### src/sv/aed_pkg.sv
// ----------------------------------------------------------------------------
// aed_pkg
// Shared types and codes for the asymmetric edge debouncer.
// ----------------------------------------------------------------------------
package aed_pkg;

	// Filtered and raw level codes.
	localparam logic [1:0] ST_UNDEF = 2'd0;
	localparam logic [1:0] ST_LOW   = 2'd1;
	localparam logic [1:0] ST_HIGH  = 2'd2;

	// Item operation codes.
	localparam logic OP_SAMPLE = 1'b0;
	localparam logic OP_TICK   = 1'b1;

	// Configuration register indexes.
	localparam int unsigned CFG_IDX_W = 2;
	localparam logic [CFG_IDX_W-1:0] REG_RISE_DELAY   = 2'd0;
	localparam logic [CFG_IDX_W-1:0] REG_FALL_DELAY   = 2'd1;
	localparam logic [CFG_IDX_W-1:0] REG_INVERT_INPUT = 2'd2;

	localparam int unsigned CFG_DATA_W = 16;

	typedef struct packed {
		logic [CFG_DATA_W-1:0] rise_delay;
		logic [CFG_DATA_W-1:0] fall_delay;
		logic                  invert_input;
	} cfg_t;

	typedef struct packed {
		logic [1:0] filtered_state;
		logic       state_changed;
	} res_t;

	// Swap low and high; undefined stays undefined.
	function automatic logic [1:0] opposite(input logic [1:0] s);
		logic [1:0] r;
		r = ST_UNDEF;
		if (s == ST_LOW)
			r = ST_HIGH;
		else if (s == ST_HIGH)
			r = ST_LOW;
		return r;
	endfunction

endpackage

### src/sv/aed_cfg.sv
// ----------------------------------------------------------------------------
// aed_cfg
// Configuration registers, written through a plain write port.
// ----------------------------------------------------------------------------
module aed_cfg (
	input  logic                            clk,
	input  logic                            arst_n,
	input  logic                            wr_en,
	input  logic [aed_pkg::CFG_IDX_W-1:0]   wr_index,
	input  logic [aed_pkg::CFG_DATA_W-1:0]  wr_data,
	output aed_pkg::cfg_t                   cfg
);
	import aed_pkg::*;

	cfg_t cfg_q;

	always_ff @(posedge clk or negedge arst_n) begin
		if (!arst_n) begin
			cfg_q <= '0;
		end else if (wr_en) begin
			unique case (wr_index)
				REG_RISE_DELAY:   cfg_q.rise_delay   <= wr_data;
				REG_FALL_DELAY:   cfg_q.fall_delay   <= wr_data;
				REG_INVERT_INPUT: cfg_q.invert_input <= wr_data[0];
				default: ; // Writes beyond the register list are dropped.
			endcase
		end
	end

	assign cfg = cfg_q;

endmodule

### src/sv/aed_core.sv
// ----------------------------------------------------------------------------
// aed_core
// Filter state and its combinational update for one accepted item.
// ----------------------------------------------------------------------------
module aed_core #(
	parameter int unsigned DELAY_BITS = 16
) (
	input  logic           clk,
	input  logic           arst_n,
	input  aed_pkg::cfg_t  cfg,
	input  logic           accept,
	input  logic           operation,
	input  logic           pin_level,
	output aed_pkg::res_t  res
);
	import aed_pkg::*;

	localparam logic [32:0] DELAY_MAX = (33'd1 << DELAY_BITS) - 33'd1;

	logic [1:0]            filtered_q, filtered_d;
	logic [1:0]            last_raw_q, last_raw_d;
	logic [DELAY_BITS-1:0] cnt_q, cnt_d, cnt_dec;
	logic                  run_q, run_d;
	logic                  changed;
	logic [1:0]            s;
	logic [CFG_DATA_W-1:0] delay_raw;
	logic [32:0]           delay_sat;

	always_comb begin
		s         = (pin_level ^ cfg.invert_input) ? ST_HIGH : ST_LOW;
		delay_raw = (s == ST_HIGH) ? cfg.rise_delay : cfg.fall_delay;
		// Clamp the register value to what the countdown can hold.
		delay_sat = (33'(delay_raw) > DELAY_MAX) ? DELAY_MAX : 33'(delay_raw);
		cnt_dec   = (cnt_q != '0) ? cnt_q - DELAY_BITS'(1) : cnt_q;

		filtered_d = filtered_q;
		last_raw_d = last_raw_q;
		cnt_d      = cnt_q;
		run_d      = run_q;
		changed    = 1'b0;

		if (operation == OP_SAMPLE) begin
			if (s != last_raw_q) begin
				last_raw_d = s;
				if (filtered_q == ST_UNDEF) begin
					filtered_d = opposite(s);
					changed    = 1'b1;
				end else if (filtered_q != s) begin
					if (delay_raw != '0) begin
						cnt_d = delay_sat[DELAY_BITS-1:0];
						run_d = 1'b1;
					end else begin
						filtered_d = opposite(filtered_q);
						cnt_d      = '0;
						run_d      = 1'b0;
						changed    = 1'b1;
					end
				end else begin
					cnt_d = '0;
					run_d = 1'b0;
				end
			end
		end else if (run_q) begin
			cnt_d = cnt_dec;
			if (cnt_dec == '0) begin
				run_d      = 1'b0;
				filtered_d = opposite(filtered_q);
				changed    = 1'b1;
			end
		end
	end

	always_ff @(posedge clk or negedge arst_n) begin
		if (!arst_n) begin
			filtered_q <= ST_UNDEF;
			last_raw_q <= ST_UNDEF;
			cnt_q      <= '0;
			run_q      <= 1'b0;
		end else if (accept) begin
			filtered_q <= filtered_d;
			last_raw_q <= last_raw_d;
			cnt_q      <= cnt_d;
			run_q      <= run_d;
		end
	end

	assign res.filtered_state = filtered_d;
	assign res.state_changed  = changed;

endmodule

### src/sv/aed_outbuf.sv
// ----------------------------------------------------------------------------
// aed_outbuf
// Result register with a skid stage, so input stall is a registered signal.
// ----------------------------------------------------------------------------
module aed_outbuf (
	input  logic           clk,
	input  logic           arst_n,
	input  logic           push,
	input  aed_pkg::res_t  push_data,
	output logic           full,
	output logic           out_valid,
	input  logic           out_stall,
	output aed_pkg::res_t  out_data
);
	import aed_pkg::*;

	logic main_vld_q, skid_vld_q;
	res_t main_q, skid_q;
	logic pop;

	assign pop = main_vld_q && !out_stall;

	always_ff @(posedge clk or negedge arst_n) begin
		if (!arst_n) begin
			main_vld_q <= 1'b0;
			skid_vld_q <= 1'b0;
		end else begin
			if (skid_vld_q) begin
				if (pop) begin
					main_vld_q <= 1'b1;
					skid_vld_q <= 1'b0;
				end
			end else if (push) begin
				if (!main_vld_q || pop)
					main_vld_q <= 1'b1;
				else
					skid_vld_q <= 1'b1;
			end else if (pop) begin
				main_vld_q <= 1'b0;
			end
		end
	end

	always_ff @(posedge clk) begin
		if (skid_vld_q) begin
			if (pop)
				main_q <= skid_q;
		end else if (push) begin
			if (!main_vld_q || pop)
				main_q <= push_data;
			else
				skid_q <= push_data;
		end
	end

	assign full      = skid_vld_q;
	assign out_valid = main_vld_q;
	assign out_data  = main_q;

endmodule

### src/sv/asymmetric_edge_debouncer.sv
// ----------------------------------------------------------------------------
// asymmetric_edge_debouncer
// One-pin edge debouncer with separate rise and fall delays counted in ticks.
// ----------------------------------------------------------------------------
// Each result is registered into the result buffer. Throughput: one
// transaction per cycle unless the buffer is full; the filter update is
// a single pass of compares and one decrement between the state registers
// and the result register; a two-entry buffer decouples input and output.
// Reset: arst_n clears the configuration, the filter to undefined, the
// countdown and the result buffer.
// ----------------------------------------------------------------------------
module asymmetric_edge_debouncer #(
	parameter int unsigned DELAY_BITS = 16
) (
	input  logic        clk,
	input  logic        arst_n,

	// Configuration write port.
	input  logic        wr_en,
	input  logic [1:0]  wr_index,
	input  logic [15:0] wr_data,

	// Input channel: a sample or a tick per transaction.
	input  logic        in_valid,
	output logic        in_stall,
	input  logic        operation,
	input  logic        pin_level,

	// Output channel: one result per input transaction.
	output logic        out_valid,
	input  logic        out_stall,
	output logic [1:0]  filtered_state,
	output logic        state_changed
);
	import aed_pkg::*;

	cfg_t cfg;
	res_t core_res;
	res_t out_res;
	logic accept;
	logic buf_full;

	// The input side stalls only when both result slots are occupied, so a
	// transaction is taken every cycle while the consumer keeps draining.
	assign in_stall = buf_full;
	assign accept   = in_valid && !buf_full;

	aed_cfg u_cfg (
		.clk      (clk),
		.arst_n   (arst_n),
		.wr_en    (wr_en),
		.wr_index (wr_index),
		.wr_data  (wr_data),
		.cfg      (cfg)
	);

	// The filter state advances at the accept edge; the result for the same
	// transaction is captured into the result buffer at that edge as well.
	aed_core #(
		.DELAY_BITS (DELAY_BITS)
	) u_core (
		.clk       (clk),
		.arst_n    (arst_n),
		.cfg       (cfg),
		.accept    (accept),
		.operation (operation),
		.pin_level (pin_level),
		.res       (core_res)
	);

	aed_outbuf u_outbuf (
		.clk       (clk),
		.arst_n    (arst_n),
		.push      (accept),
		.push_data (core_res),
		.full      (buf_full),
		.out_valid (out_valid),
		.out_stall (out_stall),
		.out_data  (out_res)
	);

	assign filtered_state = out_res.filtered_state;
	assign state_changed  = out_res.state_changed;

endmodule

### config.mk
export PLATFORM = sky130hd
export DESIGN_NAME = asymmetric_edge_debouncer
export DESIGN_NICKNAME = d
export VERILOG_FILES = /design/src/sv/aed_pkg.sv /design/src/sv/aed_cfg.sv /design/src/sv/aed_core.sv /design/src/sv/aed_outbuf.sv /design/src/sv/asymmetric_edge_debouncer.sv
export SDC_FILE = /design/constraint.sdc
export NUM_CORES = 1
export LEC_CHECK = 0
export ABC_AREA = 1
export ABC_CLOCK_PERIOD_IN_PS = 6700
export BUFFER_PORTS_ARGS = -buffer_cell sky130_fd_sc_hd__buf_2
export CAP_MARGIN = 15
export CELL_PAD_IN_SITES_DETAIL_PLACEMENT = 1
export CELL_PAD_IN_SITES_GLOBAL_PLACEMENT = 2
export CORE_AREA = 2 2 103 105
export CTS_CLUSTER_DIAMETER = 100
export DETAILED_ROUTE_END_ITERATION = 12
export DIE_AREA = 0 0 105 107
export GPL_ROUTABILITY_DRIVEN = 0
export PLACE_DENSITY_LB_ADDON = 0.12
export REMOVE_ABC_BUFFERS = 1
export SLEW_MARGIN = 5
export SYNTH_ARGS = -nofsm -noshare
export SYNTH_HDL_FRONTEND = slang
export SYNTH_SLANG_ARGS = --single-unit
### constraint.sdc
create_clock -name clk -period 6.7 [get_ports clk]
set_clock_uncertainty 0.1 [all_clocks]
set_input_delay 0.335 -clock clk [delete_from_list [all_inputs] [get_ports clk]]
set_output_delay 0.335 -clock clk [all_outputs]
set_load 0.01 [all_outputs]
Word level (Yosys, flattened, before mapping)
Cells that the tools add are included.
Storage, ports and cells
  logic and storage cells: 101
  flip-flop bits (word level): 62
Cells by class
  bitwise operators: 4
  add/subtract/negate cells: 1
  reduce and logical (&&, ||, !) cells: 24
  mux-type cells: 47
  eq/ne operators: 12
Operators by type and width (number)
  2-to-1 mux 16 bit: 8
  nonzero test 16 bit: 2
  2-to-1 mux 1 bit: 25
  2-to-1 mux 2 bit: 10
  zero test 16 bit: 1
  subtractor 16 x 1 -> 16 bit (second input constant): 1
  AND reduction 3 bit: 5
  2-to-1 mux 3 bit: 4
  nonzero test 2 bit: 4
  == test 2 x 1 -> 1 bit (second input constant): 3
  == test 2 bit (second input constant): 3
  AND reduction 2 bit: 3
  zero test 2 bit: 2
  inequality test 2 bit: 2
  inequality test 2 bit (second input constant): 2
  AND reduction 4 bit: 1
  zero test 1 bit: 3
  inequality test 3 x 1 -> 1 bit (second input constant): 1
  inverter 1 bit: 3
  logical AND 1 bit: 2
  inequality test 2 x 1 -> 1 bit (second input constant): 1
  logical OR 1 bit: 1
  bitwise XOR 1 bit: 1

Depth between registers and ports, before layout
Gate-level depths: netlist of the first run.
  word-level depth: 13
  mapped depth: 18

Modules after synthesis
A second synthesis of the first run with hierarchy kept.
Second synthesis, totals
  cell total of the unflattened synthesis: 537
  area, all modules: 3829.9 um2
By module, submodules not included
  aed_core: cells each 355, area an instance 2118.3 um2, seq. area each 525.5 um2, instances 1
  aed_cfg: cells each 148, area an instance 1376.3 um2, seq. area each 825.8 um2, instances 1
  aed_outbuf: cells each 32, area an instance 325.3 um2, seq. area each 230.2 um2, instances 1
  asymmetric_edge_debouncer: cells each 2, area an instance 10.0 um2, seq. area each 0.0 um2, instances 1

Worst setup path before layout of the first run
OpenSTA, ideal clock, no wires.
  path type: reg-to-reg
  start point: register u_core.cnt_q[0]
  end point: register u_outbuf.main_q, in the netlist u_outbuf.out_data[1] (data pin)
  stages on the path, launching flop included: 17
  period minus slack after synthesis: 2.164 ns
  buffers on the path: 1
  required time: 6.348 ns
  path slack: 4.536 ns
  setup time: 0.252 ns
  data arrival time: 1.812 ns
  cell sequence: dfrtp_1 inv_1 ha_1 nand2_2 inv_2 nand3_4 buf_6 nand2_1 nand2_1 nor2_1 nand2_1 nor2_2 nand3_1 nand3_1 nand2_2 nand2_1 nand2_1
RTL lines
  from (decl): line aed_core.sv:22  | logic [DELAY_BITS-1:0] cnt_q, cnt_d, cnt_dec;
  from (signal assigned): line aed_core.sv:82  | cnt_q <= cnt_d;
  to (signal assigned): line aed_outbuf.sv:47  | main_q <= skid_q;
  to (signal assigned): line aed_outbuf.sv:50  | main_q <= push_data;
  to (decl): line aed_outbuf.sv:18  | res_t main_q, skid_q;

Final worst setup path of the first run
  start point: register u_cfg.cfg_q, in the netlist u_cfg.cfg[0]
  end point: register u_core.cnt_q[0]
On the way
  word-level cells in the longest chain between the ends: 10
  elaborated cells on any way between the ends: 14
Ends and longest elaborated chain
  from (decl): line aed_cfg.sv:15  | cfg_t cfg_q;
  bitwise XOR 1 bit *: line aed_core.sv:30  | s = (pin_level ^ cfg.invert_input) ? ST_HIGH : ST_LOW;
  2-to-1 mux 2 bit *: line aed_core.sv:30
  == test 2 bit: line aed_core.sv:31  | delay_raw = (s == ST_HIGH) ? cfg.rise_delay : cfg.fall_delay;
  2-to-1 mux 16 bit: line aed_core.sv:31
  nonzero test 16 bit: line aed_core.sv:49  | if (delay_raw != '0) begin
  2-to-1 mux 16 bit: line aed_core.sv:49
  2-to-1 mux 16 bit: line aed_core.sv:48  | end else if (filtered_q != s) begin
  2-to-1 mux 16 bit: line aed_core.sv:45  | if (filtered_q == ST_UNDEF) begin
  2-to-1 mux 16 bit: line aed_core.sv:43  | if (s != last_raw_q) begin
  2-to-1 mux 16 bit: line aed_core.sv:42  | if (operation == OP_SAMPLE) begin
Mark *: on every way between the ends. The rest lies on a longest branch, timed or not. The select of a mux whose other input is x is not followed.
A chain may end at the register's enable or synchronous reset.

==> flow_metrics.py, run 1 <==
metrics = {
    "placement": {
        "dp.cells": 664,
        "io_buffers": 29,
        "dpl.hpwl_um": 6740,
    },
    "pwr": {
        "peakVddDrop_mv": 0.110,
        "switchingPower_w": 0.000625,
        "power_frac_comb": 0.369,
        "pwr_density_cell_nw_per_um2": 370,
        "p_clk_frac": 0.237,
        "switching_share": 0.415,
        "leakage_nw": 2.06,
        "finalPower_w": 0.00151,
        "power_frac_seq": 0.393,
        "p_int_w": 0.000881,
    },
    "synth": {
        "yosys_warnings": 0,
        "synth_simple_gate_area_frac": 0.292,
        "ys_seq_area_frac": 0.436,
        "synth_adder_area_share": 0.00345,
        "ys_seq_elements": 62,
        "syn_avg_cell_area_um2": 7.08,
        "ys.flop_type": "dfrtp_1",
        "syn_inst": 513,
        "synth_xor_xnor_area_share": 0.0121,
        "synth-edff-count": 6,
        "synth_compound_area_frac": 0.154,
        "synth.area.mux_share": 0,
        "synth_top_family_by_area": "simple AND/OR/NAND/NOR gates",
        "async_reset_ff_frac": 0.903,
        "yosysUniqueCellTypes": 29,
        "netlist_area_um2": 3630,
    },
    "setup_path": {
        "cp_num_buf_inv": 4,
        "cp-end-kind": "flop",
        "cp.arrival_ns": 2.81,
        "cp_top_family": "simple AND/OR/NAND/NOR gates",
        "critical_path_depth": 14,
        "startpoint_type": "flop",
        "critPathMaxStageDelay_ns": 0.43,
        "crit_required_ns": 6.79,
        "r2r.worst_path.cells": 14,
        "path_max_fanout": 34,
        "path_cells": "inv_1, nand2_2, nand2_4, inv_2, nand2_1, nand2_1, o21ai_0, nand2_1, inv_1, o21ai_2, inv_1, o21ai_0, nor2_1, a21oi_1",
        "crit_type": "flop to flop",
        "crit_slowest_cell": "inv_1",
    },
    "die": {
        "ios": 30,
        "fp.dieArea_um2": 11200,
        "core-area_um2": 10100,
        "start_util": 0.360,
        "std_cell_rows": 37,
        "die_x_um": 105,
        "die_h_um": 107,
    },
    "cts": {
        "htree_num_levels": 3,
        "cts_resized": 0,
        "cts-buffers-inserted": 9,
        "clock_latency_ns": 0.34,
        "clkTransAtPathRegs_ns": 0.08,
        "cts_hold_buf": 0,
        "root_buffer": "clkbuf_8",
        "cts_buffer_depth": 2,
        "cts_setup_buffers": 0,
        "clock_sinks": 62,
        "cts_tree": "built",
    },
    "layout": {
        "fin_nets": 565,
        "final_cell_mix": "nand2_1 (156), inv_1 (69), nor2_1 (62), dfrtp_1 (56), o21ai_0 (54)",
        "area_delta_synth_final_pct": 12.1,
        "antenna_cells": 0,
        "drive_gt1_frac": 0.127,
        "instances_no_fill": 680,
        "fill_cells": 1353,
        "mostFrequentLayoutCell": "nand2_1",
    },
    "timing": {
        "rsz0062_at_grt": "no",
        "setup_violations": 0,
        "period_needed_ns": 2.72,
        "slew_viol_final": 0,
        "period_share": 0.406,
        "fin_setup_tns_ns": 0,
        "worst_slew_pin_slew_ns": 0.983,
        "slew_headroom": 0.343,
        "hold_violations": 0,
        "clock.fmax_mhz": 368,
        "whs_ns": 0.0337,
    },
    "global_routing": {
        "grt-ovfl-total": 0,
        "grt_max_degree": 57,
        "grt_pass1_vias": 3302,
        "grt_pass1_wl_um": 15900,
        "antenna_found_initial": 0,
        "grt_usage": 0.178,
    },
    "job": {
        "maxCapViolations": 0,
    },
    "status": {
        "status": "finished, final reports clean",
    },
    "detailed_routing": {
        "wire_per_inst_um": 13.6,
        "drt_iter0_markers": 90,
        "ant_nets": 0,
        "wl_met3_um": 194,
        "num_vias": 3223,
        "met2WireLength_um": 4120,
        "drt_wl_total_um": 9240,
        "top_layer_used": "met4",
        "wl_met1_um": 4800,
        "via_per_inst": 4.74,
        "drc_errors": 0,
        "dr.pass1.iters": 4,
    },
    "hold_path": {
        "hold_class": "input port to async pin",
    },
}
logic make-up after synthesis:
logic type	Yosys count
simple gates	255
compound gates	102
buf+inv	88
flops	62
xor+xnor	5
fa+ha+maj	1
stage by stage:
step                      utilization  setup slack, ns  cell area (um^2)
final                           0.403             3.98              4070
after global routing            0.403             3.62              4070
after CTS                       0.403             3.93              4070
after detailed placement        0.382             3.94              3850
after global placement          0.382             4.01              3850
after floorplan                     -             4.55              3530
synth_stat cells, types with 2 or more instances:
cell	number	area, um^2
o21ai_2	5	43.8
nor2_1	62	233
nand2_2	4	25.0
o21a_1	6	45.0
nand2_1	156	586
buf_6	4	45.0
edfxtp_1	6	180
nand3_1	21	105
a31oi_1	4	25.0
inv_1	69	259
clkbuf_1	8	30.0
o22a_1	2	17.5
buf_2	2	10.0
nor2_2	6	37.5
o21ai_0	54	270
a21oi_1	18	90.1
inv_2	4	15.0
dfrtp_1	56	1400
o21ai_1	12	60.1
xor2_1	5	43.8
final timing paths:
check,from,end,slack (ns)
min reg2reg,u_cfg.cfg[17]$_DFFE_PN0P_,u_cfg.cfg[17]$_DFFE_PN0P_,0.38
max in group asynchronous,arst_n,u_cfg.cfg[4]$_DFFE_PN0P_,5.96
max reg2reg,u_cfg.cfg[0]$_DFFE_PN0P_,u_core.cnt_q[0]$_DFFE_PN0P_,3.98
max,u_cfg.cfg[0]$_DFFE_PN0P_,u_core.cnt_q[0]$_DFFE_PN0P_,3.98
min,arst_n,u_cfg.cfg[12]$_DFFE_PN0P_,0.03
min in group clk,wr_data[1],u_cfg.cfg[18]$_DFFE_PN0P_,0.16
sequential cells by signal (all words and copies together), names as in the netlist, 2 cells and up:
| name | cells |
|---|---|
| u_cfg.cfg | 33 |
| u_core.cnt_q | 16 |
| u_core.filtered_q | 2 |
| u_core.last_raw_q | 2 |
| u_outbuf.out_data | 3 |
| u_outbuf.skid_q | 3 |
power by group through the flow:
stage / Combinational (W) / Clock, W / Sequential (W)
CTS: 0.000564 / 0.000370 / 0.000593
global placement: 0.000542 / 0 / 0.000596
detailed placement: 0.000559 / 0 / 0.000600
finish: 0.000556 / 0.000357 / 0.000593
global route: 0.000650 / 0.000386 / 0.000611
floorplan: 0.000399 / 0 / 0.000581
per-layer routing:
metal,track usage,up-vias
met5,0,-
met4,0.0600,0
met3,0.0237,10
met2,0.280,38
met1,0.253,1511
li1,-,1664
area by class of cell:
class                           count  area, um^2  area share
Clock buffer                       10         149      0.0366
Clock inverter                      6        68.8      0.0169
Inverter                           73         274      0.0673
Multi-Input combinational cell    363        1670       0.411
Sequential cell                    62        1580       0.389
Tap cell                          136         170      0.0418
Timing Repair Buffer               30         153      0.0375
(Power assumes the default switching activity.)
==> run 2, diff against run 1 <==
--- a/config.mk
+++ b/config.mk
@@ -6,15 +6,15 @@
 export NUM_CORES = 1
 export LEC_CHECK = 0
 export ABC_AREA = 1
-export ABC_CLOCK_PERIOD_IN_PS = 6700
+export ABC_CLOCK_PERIOD_IN_PS = 2450
 export BUFFER_PORTS_ARGS = -buffer_cell sky130_fd_sc_hd__buf_2
 export CAP_MARGIN = 15
 export CELL_PAD_IN_SITES_DETAIL_PLACEMENT = 1
 export CELL_PAD_IN_SITES_GLOBAL_PLACEMENT = 2
-export CORE_AREA = 2 2 103 105
+export CORE_AREA = 2 2 112 114
 export CTS_CLUSTER_DIAMETER = 100
 export DETAILED_ROUTE_END_ITERATION = 12
-export DIE_AREA = 0 0 105 107
+export DIE_AREA = 0 0 114 116
 export GPL_ROUTABILITY_DRIVEN = 0
 export PLACE_DENSITY_LB_ADDON = 0.12
 export REMOVE_ABC_BUFFERS = 1
==> constraint.sdc (replaced) <==
create_clock -name clk -period 2.45 [get_ports clk]
set_clock_uncertainty 0.1 [all_clocks]
set_input_delay 0.1225 -clock clk [delete_from_list [all_inputs] [get_ports clk]]
set_output_delay 0.1225 -clock clk [all_outputs]
set_load 0.01 [all_outputs]
==> run 2 against run 1 <==
Total power grew to 3.6 times the previous value. Sequential power increased to 2.8 times the previous value. First-iteration DRC count grew 32%. Count of clock-buffer cells in the layout is the same. Final area is 24% higher. Worst hold slack worse by 0.0040 ns. Core utilization grew 2.0 points. Highest routed layer unchanged.
==> flow_metrics.py, run 2 (synthesis gave the netlist of run 1 again) <==
metrics = {
    "die": {
        "die_h_um": 116,
        "die_x_um": 114,
        "start_util": 0.305,
        "ios": 30,
        "std_cell_rows": 40,
        "core-area_um2": 11900,
        "fp.dieArea_um2": 13200,
    },
    "status": {
        "status": "finished, final reports clean",
    },
    "placement": {
        "dpl.hpwl_um": 7390,
        "dp_worst_setup_slack_ns": -0.133,
        "place_area_um2": 4090,
        "io_buffers": 29,
    },
    "detailed_routing": {
        "ant_nets": 0,
        "dr.pass1.iters": 4,
        "wire_per_inst_um": 14.3,
        "drt_iter0_markers": 119,
        "drc_errors": 0,
        "num_vias": 3450,
        "drt_wl_total_um": 10700,
        "via_per_inst": 4.60,
    },
    "layout": {
        "drive_gt1_frac": 0.265,
        "fin_util": 0.423,
        "mostFrequentLayoutCell": "nand2_1",
        "seqCellArea_um2": 1590,
        "fill_cells": 1474,
        "multi_input_area_um2": 1940,
        "fin_area_um2": 5040,
        "largest_register_ffs": 33,
        "fin_nets": 624,
        "antenna_cells": 0,
        "area_delta_synth_final_pct": 39.0,
        "final_cell_mix": "nand2_1 (147), inv_1 (67), o21ai_0 (52), dfrtp_1 (52), nor2_1 (40)",
    },
    "pwr": {
        "finalPower_w": 0.00535,
        "peakVddDrop_mv": 0.344,
        "pwr_density_cell_nw_per_um2": 1060,
        "leakage_nw": 2.45,
    },
    "timing": {
        "worst_slew_pin_slew_ns": 0.971,
        "slew_headroom": 0.351,
        "clock.fmax_mhz": 429,
        "hold_violations": 0,
        "period_share": 0.952,
        "fin_setup_tns_ns": 0,
        "slew_viol_final": 0,
        "period_needed_ns": 2.33,
        "layout_setup_ws_ns": 0.117,
        "rsz0062_at_grt": "yes",
        "setup_violations": 0,
    },
    "cts": {
        "cts-buffers-inserted": 9,
        "clock_latency_ns": 0.33,
        "cts_buffer_depth": 2,
        "htree_num_levels": 3,
        "cts_tree": "built",
        "root_buffer": "clkbuf_16",
        "clock_sinks": 62,
        "clkTransAtPathRegs_ns": 0.06,
    },
    "hold_path": {
        "hold_end": "u_cfg.cfg[0]$_DFFE_PN0P_",
        "hold_depth": 4,
        "hold_class": "input port to flop",
        "holdCritStartpoint": "wr_index[0]",
    },
    "setup_path": {
        "crit_required_ns": 2.44,
        "cp-end-kind": "flop",
        "cp_common_cell": "nand2_1",
        "rr_startpoint": "u_cfg.cfg[0]$_DFFE_PN0P_",
        "cp_num_buf_inv": 3,
        "timing.rr.end": "u_outbuf.out_data[2]$_DFFE_PP_",
        "startpoint_type": "flop",
        "rrSetupSlack_ns": 0.12,
        "path_cells": "inv_1, nand2_2, nand2_8, buf_12, nand2_1, o21ai_4, nand2_1, nor2_2, nand2_1, nor2_4, nand2_2, o21ai_1, nand2_1, inv_2, nand2_2, nand2_1, nand2_1",
        "r2r.worst_path.cells": 17,
        "cp.arrival_ns": 2.32,
        "critPathMaxStageDelay_ns": 0.40,
        "crit_slowest_cell": "dfrtp_1",
        "path_max_fanout": 12,
        "cp_top_family": "simple AND/OR/NAND/NOR gates",
        "crit_type": "flop to flop",
    },
    "job": {
        "maxCapViolations": 0,
    },
    "global_routing": {
        "grt_max_degree": 57,
        "grt_pass1_wl_um": 17200,
        "grt_pass1_vias": 3444,
        "antenna_found_initial": 0,
        "grt_usage": 0.168,
        "grt-ovfl-total": 0,
    },
}
run 2: cell count changes in the layout (fill, tap and decap cells not counted), moves of 9 or more:
| cell | previous run | this run |
|---|---|---|
| clkbuf_8 | 9 | 0 |
| nor2_1 | 62 | 40 |
| nor2_4 | 1 | 13 |
| nand2_1 | 156 | 147 |
| clkbuf_16 | 1 | 10 |
| dlygate4sd3_1 | 0 | 18 |
| nor2_2 | 6 | 16 |
| buf_4 | 1 | 35 |
run 2: power breakdown:
group / leakage, nW / internal, W / switching (W) / total (W)
Sequential: 0.727 / 0.00137 / 0.000300 / 0.00167
Combinational: 1.54 / 0.000853 / 0.00122 / 0.00208
Clock: 0.177 / 0.00110 / 0.000501 / 0.00160
run 2: tightest hold or removal path, stage by stage:
cell,delay (ns)
buf_2,0.09
inv_1,0.04
nand3_1,0.08
o21ai_0,0.08
run 2: what timing repair did:
| action | CTS | global route |
|---|---|---|
| resized for setup | 4 | 72 |
| pin swaps | 1 | 17 |
| hold buffers | 18 | 0 |
| setup endpoints to repair | 7 | 18 |
| hold endpoints to repair | 91 | 0 |
| cloned | 0 | 2 |
| setup buffers | 0 | 12 |
run 2: how the worst max path moves through the flow:
stage                                           start                        endpoint  slack (ns)  cells past startpoint
after floorplan           u_core.cnt_q[0]$_DFFE_PN0P_  u_outbuf.out_data[1]$_DFFE_PP_        0.30                     17
after global placement    u_core.cnt_q[3]$_DFFE_PN0P_  u_outbuf.out_data[1]$_DFFE_PP_        -0.1                     16
after detailed placement  u_core.cnt_q[2]$_DFFE_PN0P_  u_outbuf.out_data[2]$_DFFE_PP_       -0.13                     16
after CTS                    u_cfg.cfg[0]$_DFFE_PN0P_  u_outbuf.out_data[2]$_DFFE_PP_       0.006                     17
after global routing         u_cfg.cfg[0]$_DFFE_PN0P_  u_outbuf.out_data[2]$_DFFE_PP_       -0.06                     17
final                        u_cfg.cfg[0]$_DFFE_PN0P_  u_outbuf.out_data[2]$_DFFE_PP_        0.12                     17
run 2: through the flow:
step | instances | hold WS [ns]
CTS | 736 | 0.0180
finish | 750 | 0.0297
global route | 750 | 0.0382
detailed placement | 702 | 0.240
global placement | 702 | 0.232
floorplan | 498 | -0.273
run 2: per-layer routing:
| metal | GRT usage | wire [um] |
|---|---|---|
| met3 | 0.0256 | 226 |
| met2 | 0.263 | 4830 |
| met1 | 0.238 | 5540 |
| met4 | 0.0537 | 120 |
| met5 | 0 | 0 |
run 2: layout make-up:
cell class / instances / area share
Timing Repair Buffer: 88 / 0.138
Clock buffer: 10 / 0.0454
Inverter: 73 / 0.0548
Multi-Input combinational cell: 364 / 0.384
Sequential cell: 62 / 0.315
Tap cell: 147 / 0.0365
Clock inverter: 6 / 0.0265
